`config.mk`:
```
export PLATFORM = sky130hd
export DESIGN_NAME = touchpad_to_relative_mouse_core
export DESIGN_NICKNAME = d
export VERILOG_FILES = /design/src/rtl/core/tprm_pkg.sv /design/src/rtl/core/tprm_calc.sv /design/src/rtl/core/touchpad_to_relative_mouse_core.sv
export SDC_FILE = /design/constraint.sdc
export NUM_CORES = 1
export LEC_CHECK = 0
export ABC_AREA = 1
export BUFFER_PORTS_ARGS = -buffer_cell sky130_fd_sc_hd__buf_4
export CAP_MARGIN = 10
export CORE_UTILIZATION = 61
export DETAILED_ROUTE_END_ITERATION = 10
export PLACE_DENSITY = 0.92
export SLEW_MARGIN = 40
export SYNTH_ARGS = -nofsm -noshare
export SYNTH_HDL_FRONTEND = slang
export SYNTH_SLANG_ARGS = --single-unit
```
`constraint.sdc`:
```
create_clock -name i_clk -period 6.7 [get_ports i_clk]
set_input_delay 1.005 -clock i_clk [delete_from_list [all_inputs] [get_ports i_clk]]
set_output_delay 1.005 -clock i_clk [all_outputs]
set_load 0.01 [all_outputs]
```
`src/rtl/core/tprm_pkg.sv`:
```
// Shared types and constants for the touchpad to relative mouse core.
`default_nettype none

package tprm_pkg;

    // Coordinate bits that take part in the delta; higher bits are ignored
    localparam int COORD_BITS  = 16;
    localparam int DIFF_W      = COORD_BITS + 1;
    localparam int DELTA_W     = 8;
    localparam int DELTA_LIMIT = 127;
    localparam int REPORT_W    = 1 + 2 * DELTA_W;

    // Stream word layout, input side
    localparam int IN_TDATA_W  = 40;
    localparam int POS_X_LSB   = 0;
    localparam int POS_Y_LSB   = 16;
    localparam int CONTACT_BIT = 32;
    localparam int PAD_BIT     = 33;
    localparam int CLICK_BIT   = 34;
    localparam int CTRL_BIT    = 35;
    localparam int SHIFT_BIT   = 36;

    // Stream word layout, output side
    localparam int OUT_TDATA_W = 24;
    localparam int OUT_PAD_W   = OUT_TDATA_W - REPORT_W - 1;

    // One touchpad scan
    typedef struct packed {
        logic [COORD_BITS-1:0] x;
        logic [COORD_BITS-1:0] y;
        logic                  contact;
        logic                  pad;
        logic                  click;
        logic                  ctrl;
        logic                  shift;
    } t_scan;

    // State carried from scan to scan
    typedef struct packed {
        logic [COORD_BITS-1:0] last_x;
        logic [COORD_BITS-1:0] last_y;
        logic                  had_contact;
        logic                  y_flip;
        logic                  gesture_was_down;
        logic [REPORT_W-1:0]   sent_report;
    } t_state;

    // One mouse report
    typedef struct packed {
        logic                      changed;
        logic signed [DELTA_W-1:0] delta_y;
        logic signed [DELTA_W-1:0] delta_x;
        logic                      left_button;
    } t_report;

    localparam t_state STATE_RESET = '{
        last_x:           '0,
        last_y:           '0,
        had_contact:      1'b0,
        y_flip:           1'b1,
        gesture_was_down: 1'b0,
        sent_report:      '0
    };

endpackage

`default_nettype wire

```
`src/rtl/core/tprm_calc.sv`:
```
// Per-scan report arithmetic: gesture toggle, delta, halving, clamping, change detect.
`default_nettype none

module tprm_calc (
    input  wire tprm_pkg::t_scan  i_scan,
    input  wire tprm_pkg::t_state i_state,
    output tprm_pkg::t_report     o_report,
    output tprm_pkg::t_state      o_state
);

    localparam logic signed [tprm_pkg::DIFF_W-1:0] LIM_P =
        tprm_pkg::DIFF_W'(tprm_pkg::DELTA_LIMIT);
    localparam logic signed [tprm_pkg::DIFF_W-1:0] LIM_N = -LIM_P;

    // Halve toward zero, then saturate to the report range
    function automatic logic signed [tprm_pkg::DELTA_W-1:0] scale_clamp(
        input logic signed [tprm_pkg::DIFF_W-1:0] d
    );
        logic signed [tprm_pkg::DIFF_W-1:0] h;
        h = d >>> 1;
        if (d[tprm_pkg::DIFF_W-1] && d[0]) begin
            h = h + tprm_pkg::DIFF_W'(1);
        end
        if (h > LIM_P) begin
            scale_clamp = tprm_pkg::DELTA_W'(tprm_pkg::DELTA_LIMIT);
        end else if (h < LIM_N) begin
            scale_clamp = tprm_pkg::DELTA_W'(-tprm_pkg::DELTA_LIMIT);
        end else begin
            scale_clamp = h[tprm_pkg::DELTA_W-1:0];
        end
    endfunction

    logic                                button;
    logic                                gesture;
    logic                                flip;
    logic                                moving;
    logic signed [tprm_pkg::DIFF_W-1:0]  diff_x;
    logic signed [tprm_pkg::DIFF_W-1:0]  diff_y_raw;
    logic signed [tprm_pkg::DIFF_W-1:0]  diff_y;
    logic signed [tprm_pkg::DELTA_W-1:0] dx;
    logic signed [tprm_pkg::DELTA_W-1:0] dy;
    logic [tprm_pkg::REPORT_W-1:0]       word;

    // Button, gesture edge and the flip flag that applies to this scan
    always_comb begin
        button  = i_scan.pad | i_scan.click;
        gesture = i_scan.ctrl & i_scan.shift & button;
        flip    = i_state.y_flip ^ (gesture & ~i_state.gesture_was_down);
    end

    // Form the deltas against the previous contact position
    always_comb begin
        moving     = i_scan.contact & i_state.had_contact;
        diff_x     = $signed({1'b0, i_scan.x}) - $signed({1'b0, i_state.last_x});
        diff_y_raw = $signed({1'b0, i_scan.y}) - $signed({1'b0, i_state.last_y});
        diff_y     = flip ? -diff_y_raw : diff_y_raw;
        dx         = moving ? scale_clamp(diff_x) : '0;
        dy         = moving ? scale_clamp(diff_y) : '0;
        word       = {dy, dx, button};
    end

    // Build the report and the state left for the next scan
    always_comb begin
        o_report.left_button = button;
        o_report.delta_x     = dx;
        o_report.delta_y     = dy;
        o_report.changed     = (word != i_state.sent_report);

        o_state.last_x           = i_scan.contact ? i_scan.x : i_state.last_x;
        o_state.last_y           = i_scan.contact ? i_scan.y : i_state.last_y;
        o_state.had_contact      = i_scan.contact;
        o_state.y_flip           = flip;
        o_state.gesture_was_down = gesture;
        o_state.sent_report      = word;
    end

endmodule

`default_nettype wire

```
`src/rtl/core/touchpad_to_relative_mouse_core.sv`:
```
// Top level: touchpad scan stream in, relative mouse report stream out.
// Takes one touchpad scan word per cycle and returns one mouse report word for each;
// throughput is one word per clock while the sink does not stall. An accepted scan is
// held in the scan input register and moves into the report register once that is
// free, where its report waits for the sink (scan input register, then report
// register). The report and scan registers are separate stages, so one new scan can be
// taken while a finished report waits for the sink. Scan state (last position,
// contact, flip flag, last report sent) updates as a scan moves into the report register.
// The Y delta is negated while the flip flag is set; it starts set after reset and is
// toggled by pressing ctrl, shift and a button together.
`default_nettype none

module touchpad_to_relative_mouse_core (
    input  wire                              i_clk,
    input  wire                              i_rst_n,
    input  wire                              i_s_axis_tvalid,
    output logic                             o_s_axis_tready,
    // tdata: pos_x[15:0], pos_y[31:16], contact[32], pad_pressed[33], click_key[34],
    //        ctrl_key[35], shift_key[36], zero[39:37]
    input  wire  [tprm_pkg::IN_TDATA_W-1:0]  i_s_axis_tdata,
    output logic                             o_m_axis_tvalid,
    input  wire                              i_m_axis_tready,
    // tdata: left_button[0], delta_x[8:1], delta_y[16:9], report_changed[17], zero[23:18]
    output logic [tprm_pkg::OUT_TDATA_W-1:0] o_m_axis_tdata
);

    tprm_pkg::t_scan   r_in;
    logic              r_in_valid;
    tprm_pkg::t_report r_out;
    logic              r_out_valid;
    tprm_pkg::t_state  r_state;
    tprm_pkg::t_report n_out;
    tprm_pkg::t_state  n_state;
    tprm_pkg::t_scan   in_scan;
    logic              out_free;
    logic              advance;
    logic              in_take;

    // Handshake control
    always_comb begin
        out_free        = ~r_out_valid | i_m_axis_tready;
        advance         = r_in_valid & out_free;
        o_s_axis_tready = ~r_in_valid | out_free;
        in_take         = i_s_axis_tvalid & o_s_axis_tready;
    end

    // Unpack the incoming word
    always_comb begin
        in_scan.x       = i_s_axis_tdata[tprm_pkg::POS_X_LSB +: tprm_pkg::COORD_BITS];
        in_scan.y       = i_s_axis_tdata[tprm_pkg::POS_Y_LSB +: tprm_pkg::COORD_BITS];
        in_scan.contact = i_s_axis_tdata[tprm_pkg::CONTACT_BIT];
        in_scan.pad     = i_s_axis_tdata[tprm_pkg::PAD_BIT];
        in_scan.click   = i_s_axis_tdata[tprm_pkg::CLICK_BIT];
        in_scan.ctrl    = i_s_axis_tdata[tprm_pkg::CTRL_BIT];
        in_scan.shift   = i_s_axis_tdata[tprm_pkg::SHIFT_BIT];
    end

    tprm_calc u_calc (
        .i_scan   (r_in),
        .i_state  (r_state),
        .o_report (n_out),
        .o_state  (n_state)
    );

    // Input register valid flag
    always_ff @(posedge i_clk) begin
        if (!i_rst_n) begin
            r_in_valid <= 1'b0;
        end else if (in_take) begin
            r_in_valid <= 1'b1;
        end else if (advance) begin
            r_in_valid <= 1'b0;
        end
    end

    // Capture the scan word
    always_ff @(posedge i_clk) begin
        if (in_take) begin
            r_in <= in_scan;
        end
    end

    // Result register valid flag
    always_ff @(posedge i_clk) begin
        if (!i_rst_n) begin
            r_out_valid <= 1'b0;
        end else if (advance) begin
            r_out_valid <= 1'b1;
        end else if (i_m_axis_tready) begin
            r_out_valid <= 1'b0;
        end
    end

    // Hold the report until the sink takes it
    always_ff @(posedge i_clk) begin
        if (advance) begin
            r_out <= n_out;
        end
    end

    // Advance scan state as each scan is reported
    always_ff @(posedge i_clk) begin
        if (!i_rst_n) begin
            r_state <= tprm_pkg::STATE_RESET;
        end else if (advance) begin
            r_state <= n_state;
        end
    end

    assign o_m_axis_tvalid = r_out_valid;
    assign o_m_axis_tdata  = {{tprm_pkg::OUT_PAD_W{1'b0}}, r_out};

    // Reported deltas never reach the most negative code
    a_delta_range: assert property (@(posedge i_clk) disable iff (!i_rst_n)
        r_out_valid |-> (r_out.delta_x != 8'sh80 && r_out.delta_y != 8'sh80))
        else $error("delta outside saturation range");

    // A scan without contact leaves no contact for the next one
    a_contact_clear: assert property (@(posedge i_clk) disable iff (!i_rst_n)
        (advance && !r_in.contact) |=> !r_state.had_contact)
        else $error("had_contact not cleared after contact loss");

    // A flagged report is the one recorded as sent
    a_sent_match: assert property (@(posedge i_clk) disable iff (!i_rst_n)
        (r_out_valid && r_out.changed) |->
            (r_state.sent_report == {r_out.delta_y, r_out.delta_x, r_out.left_button}))
        else $error("sent report differs from flagged report");

    // Scan state moves only with a scan
    a_state_hold: assert property (@(posedge i_clk) disable iff (!i_rst_n)
        !advance |=> $stable(r_state))
        else $error("scan state changed without a scan");

    // Without motion history the deltas are zero
    a_no_motion: assert property (@(posedge i_clk) disable iff (!i_rst_n)
        (advance && !(r_in.contact && r_state.had_contact)) |=>
            (r_out.delta_x == '0 && r_out.delta_y == '0))
        else $error("delta produced without two contact scans");

endmodule

`default_nettype wire

```
==> out/results.txt <==
initial antenna violation count - 0
num rows - 41
Final Slew Violations - 0
vias per cell - 5.27
drt first pass iters - 8
CP endpoint kind - flip-flop
outcome - finished, final reports clean
DPL Wire Length - 12,400 µm
CTS root buf - clkbuf_16
Initial Util - 62.3%
PostCTS Resize Cnt - 0
period utilization - 70.1%
GR Util All Layers - 26.2%
ANT nets after route - 0
1st-iter DRT viols - 506
most frequent CP cell - nand2_1
Setup Crit Path Kind - reg2reg
CTS clk-pin slew, worst paths - 0.08 ns
CTS Buf Count - 9
Startpoint Class - flip-flop
synthesized netlist cell count - 1,135
DRC violations left - 0
Synth Area per Inst - 6.90 µm²
crit-path max cell delay - 0.57 ns
Area growth syn-to-layout - 10.9%
pre-CTS WS - 2.09 ns
PwrDens - 225 nW/µm²
Tmin final - 4.70 ns
Nets - 1,266
Max-cap violations - 0
Routed WL per cell - 12.2 µm
footprint of the multi-input gates - 4270 µm²
gpl congestion - 0.905
Post-synth top flop - edfxtp_1
Fmax - 213 MHz
Die Width - 115 µm
most common cell in the netlist - nand2_1
EDFF count, synth - 55
share of cells above drive strength 1 - 13.5%
critical path's slowest cell - nor2_1
final WL - 16,600 µm
number of fill cells - 1,026
first-pass GRT wire length - 27,700 µm
Distinct cells, synth - 44
share of the yosys chip area belonging to registers - 34.9%
post-CTS setup buffers - 0
setup TNS - 0 ns
DR vias - 7,174
maximum root-to-sink buffer count - 2
Finish-stage setup viols - 0
Post-synth top cells - 335 x nand2_1, 170 x inv_1, 90 x nand3_1
H-tree depth - 3
Skew-Pair Late Insertion Delay - 0.37 ns
Yosys warnings - 0
Synth top area share - 21.1%
clock sinks - 109
largest area contributor in the netlist - edfxtp_1
unrepaired setup endpoints after global routing - no
Max rail drop VDD - 0.252 mV
worst path arrival time - 4.82 ns
Req. time, crit path - 6.82 ns
Worst slew margin - 47.1%
Die Ht - 115 µm
largest net degree at the start of global routing - 62
Clock Skews - 0.0118 ns
TritonCTS clock tree - yes
CTS Hold Bufs - 0
register area - 2730 µm²
Post-Syn Area - 7830 µm²
leakage - 4.24 nW
ANT cells - 0
HP Class - reg2reg
IO Port Bufs - 60
IO Pins - 70
worst-path maximum fanout - 13
grt ovf - 0
die area - 13,300 µm²
core area - 12,600 µm²
async set-or-reset flop fraction in the synthesized netlist - 0%
worst slew pin tran - 0.793 ns
Area contributors post-synth - edfxtp_1 21%, nand2_1 16%, dfxtp_1 14%
#FFs+latches synth - 109
vias in the first global route - 6,348
Final Hold Viols - 0
Final Worst Setup Slack - 2.00 ns
[metrics by stage]
step | total power (W) | hold slack [ns] | instance area [µm²] | cells | util [%]
global route | 0.00207 | 0.479 | 8680 | 1362 | 69.1
finish | 0.00195 | 0.459 | 8680 | 1362 | 69.1
detailed placement | 0.00139 | 0.450 | 8370 | 1346 | 66.6
global placement | 0.00137 | 0.442 | 8370 | 1346 | 66.6
CTS | 0.00195 | 0.461 | 8680 | 1362 | 69.1
floorplan | 0.00127 | 0.433 | 7850 | 1140 | -
[power by group]
| part | leakage, nW | switching, W | internal, W |
|---|---|---|---|
| logic | 3.12 | 0.000419 | 0.000215 |
| clock network | 0.153 | 0.000265 | 0.000297 |
| registers | 0.975 | 0.0000176 | 0.000739 |
[layout by cell type, fill, tap and decap left out, types with 9 or more instances in the layout]
cell type  count
ha_1          35
edfxtp_1      55
nand3_1       90
nand2_2       25
inv_1        170
nand4_1       15
buf_4         62
a21oi_1       78
o21ai_0       65
dfxtp_1       54
clkbuf_16      9
nor2_2        17
nor2_1        66
nand2_1      335
inv_2         11
xor2_1        17
[path summary, 6_finish.rpt]
| path | start | endpoint | slack [ns] | cells past startpoint |
|---|---|---|---|---|
| worst max-delay path | r_in[21]$_DFFE_PP_ | o_m_axis_tdata[17]$_DFFE_PP_ | 2.00 | 29 |
| worst min-delay path | r_state[35]$_SDFFE_PN0P_ | r_state[35]$_SDFFE_PN0P_ | 0.46 | 2 |
| worst min register to register | r_state[35]$_SDFFE_PN0P_ | r_state[35]$_SDFFE_PN0P_ | 0.46 | 2 |
| worst max register to register | r_in[21]$_DFFE_PP_ | o_m_axis_tdata[17]$_DFFE_PP_ | 2.00 | 29 |
[layer usage]
metal	wire length (µm)	part of all wire (%)	vias up	GRT usage [%]
met5	0	0	-	0
met4	373	2.2	0	10.6
met3	813	4.9	39	4.53
met2	7810	47	211	43.8
met1	7590	46	3195	33.6
li1	-	-	3729	-
[kinds of logic (layout without fill, tap and decap cells)]
kind of cell | count (synthesis) | after routing | share of synthesized area (%)
compound gates | 162 | 162 | 11.0
buf+inv | 211 | 261 | 10.8
simple gates | 589 | 589 | 34.2
flops | 109 | 109 | 34.9
fa+ha+maj | 37 | 37 | 6.10
other cells | 1 | 6 | 0.0479
xor+xnor | 26 | 26 | 3.00
[sequential cells by signal, summed over array words and instances, names as in the netlist]
name,cells
r_in,37
o_m_axis_tdata,18
r_state,52
r_in_valid,1
o_m_axis_tvalid,1
[worst max-delay path: cells and delay by family, from the launching register on]
kind,cells,cell delay (ns)
AOI/OAI and AO/OA,1,0.08
xor gates and xnor gates,1,0.25
buffers and inverters,3,0.40
DFF,1,0.40
and+or+nand+nor,22,2.72
adders and majority gates,2,0.60
[layout make-up]
cell class              instances  area share (%)
multi-input cells             820            49.2
flip-flops and latches        109            31.5
inverters                     183            7.91
repair buffers                 62            5.36
clock buffers                   9            2.59
well taps                     172            2.48
clock inverters                 7           0.966
No activity file was read; power rests on OpenSTA's default activity.
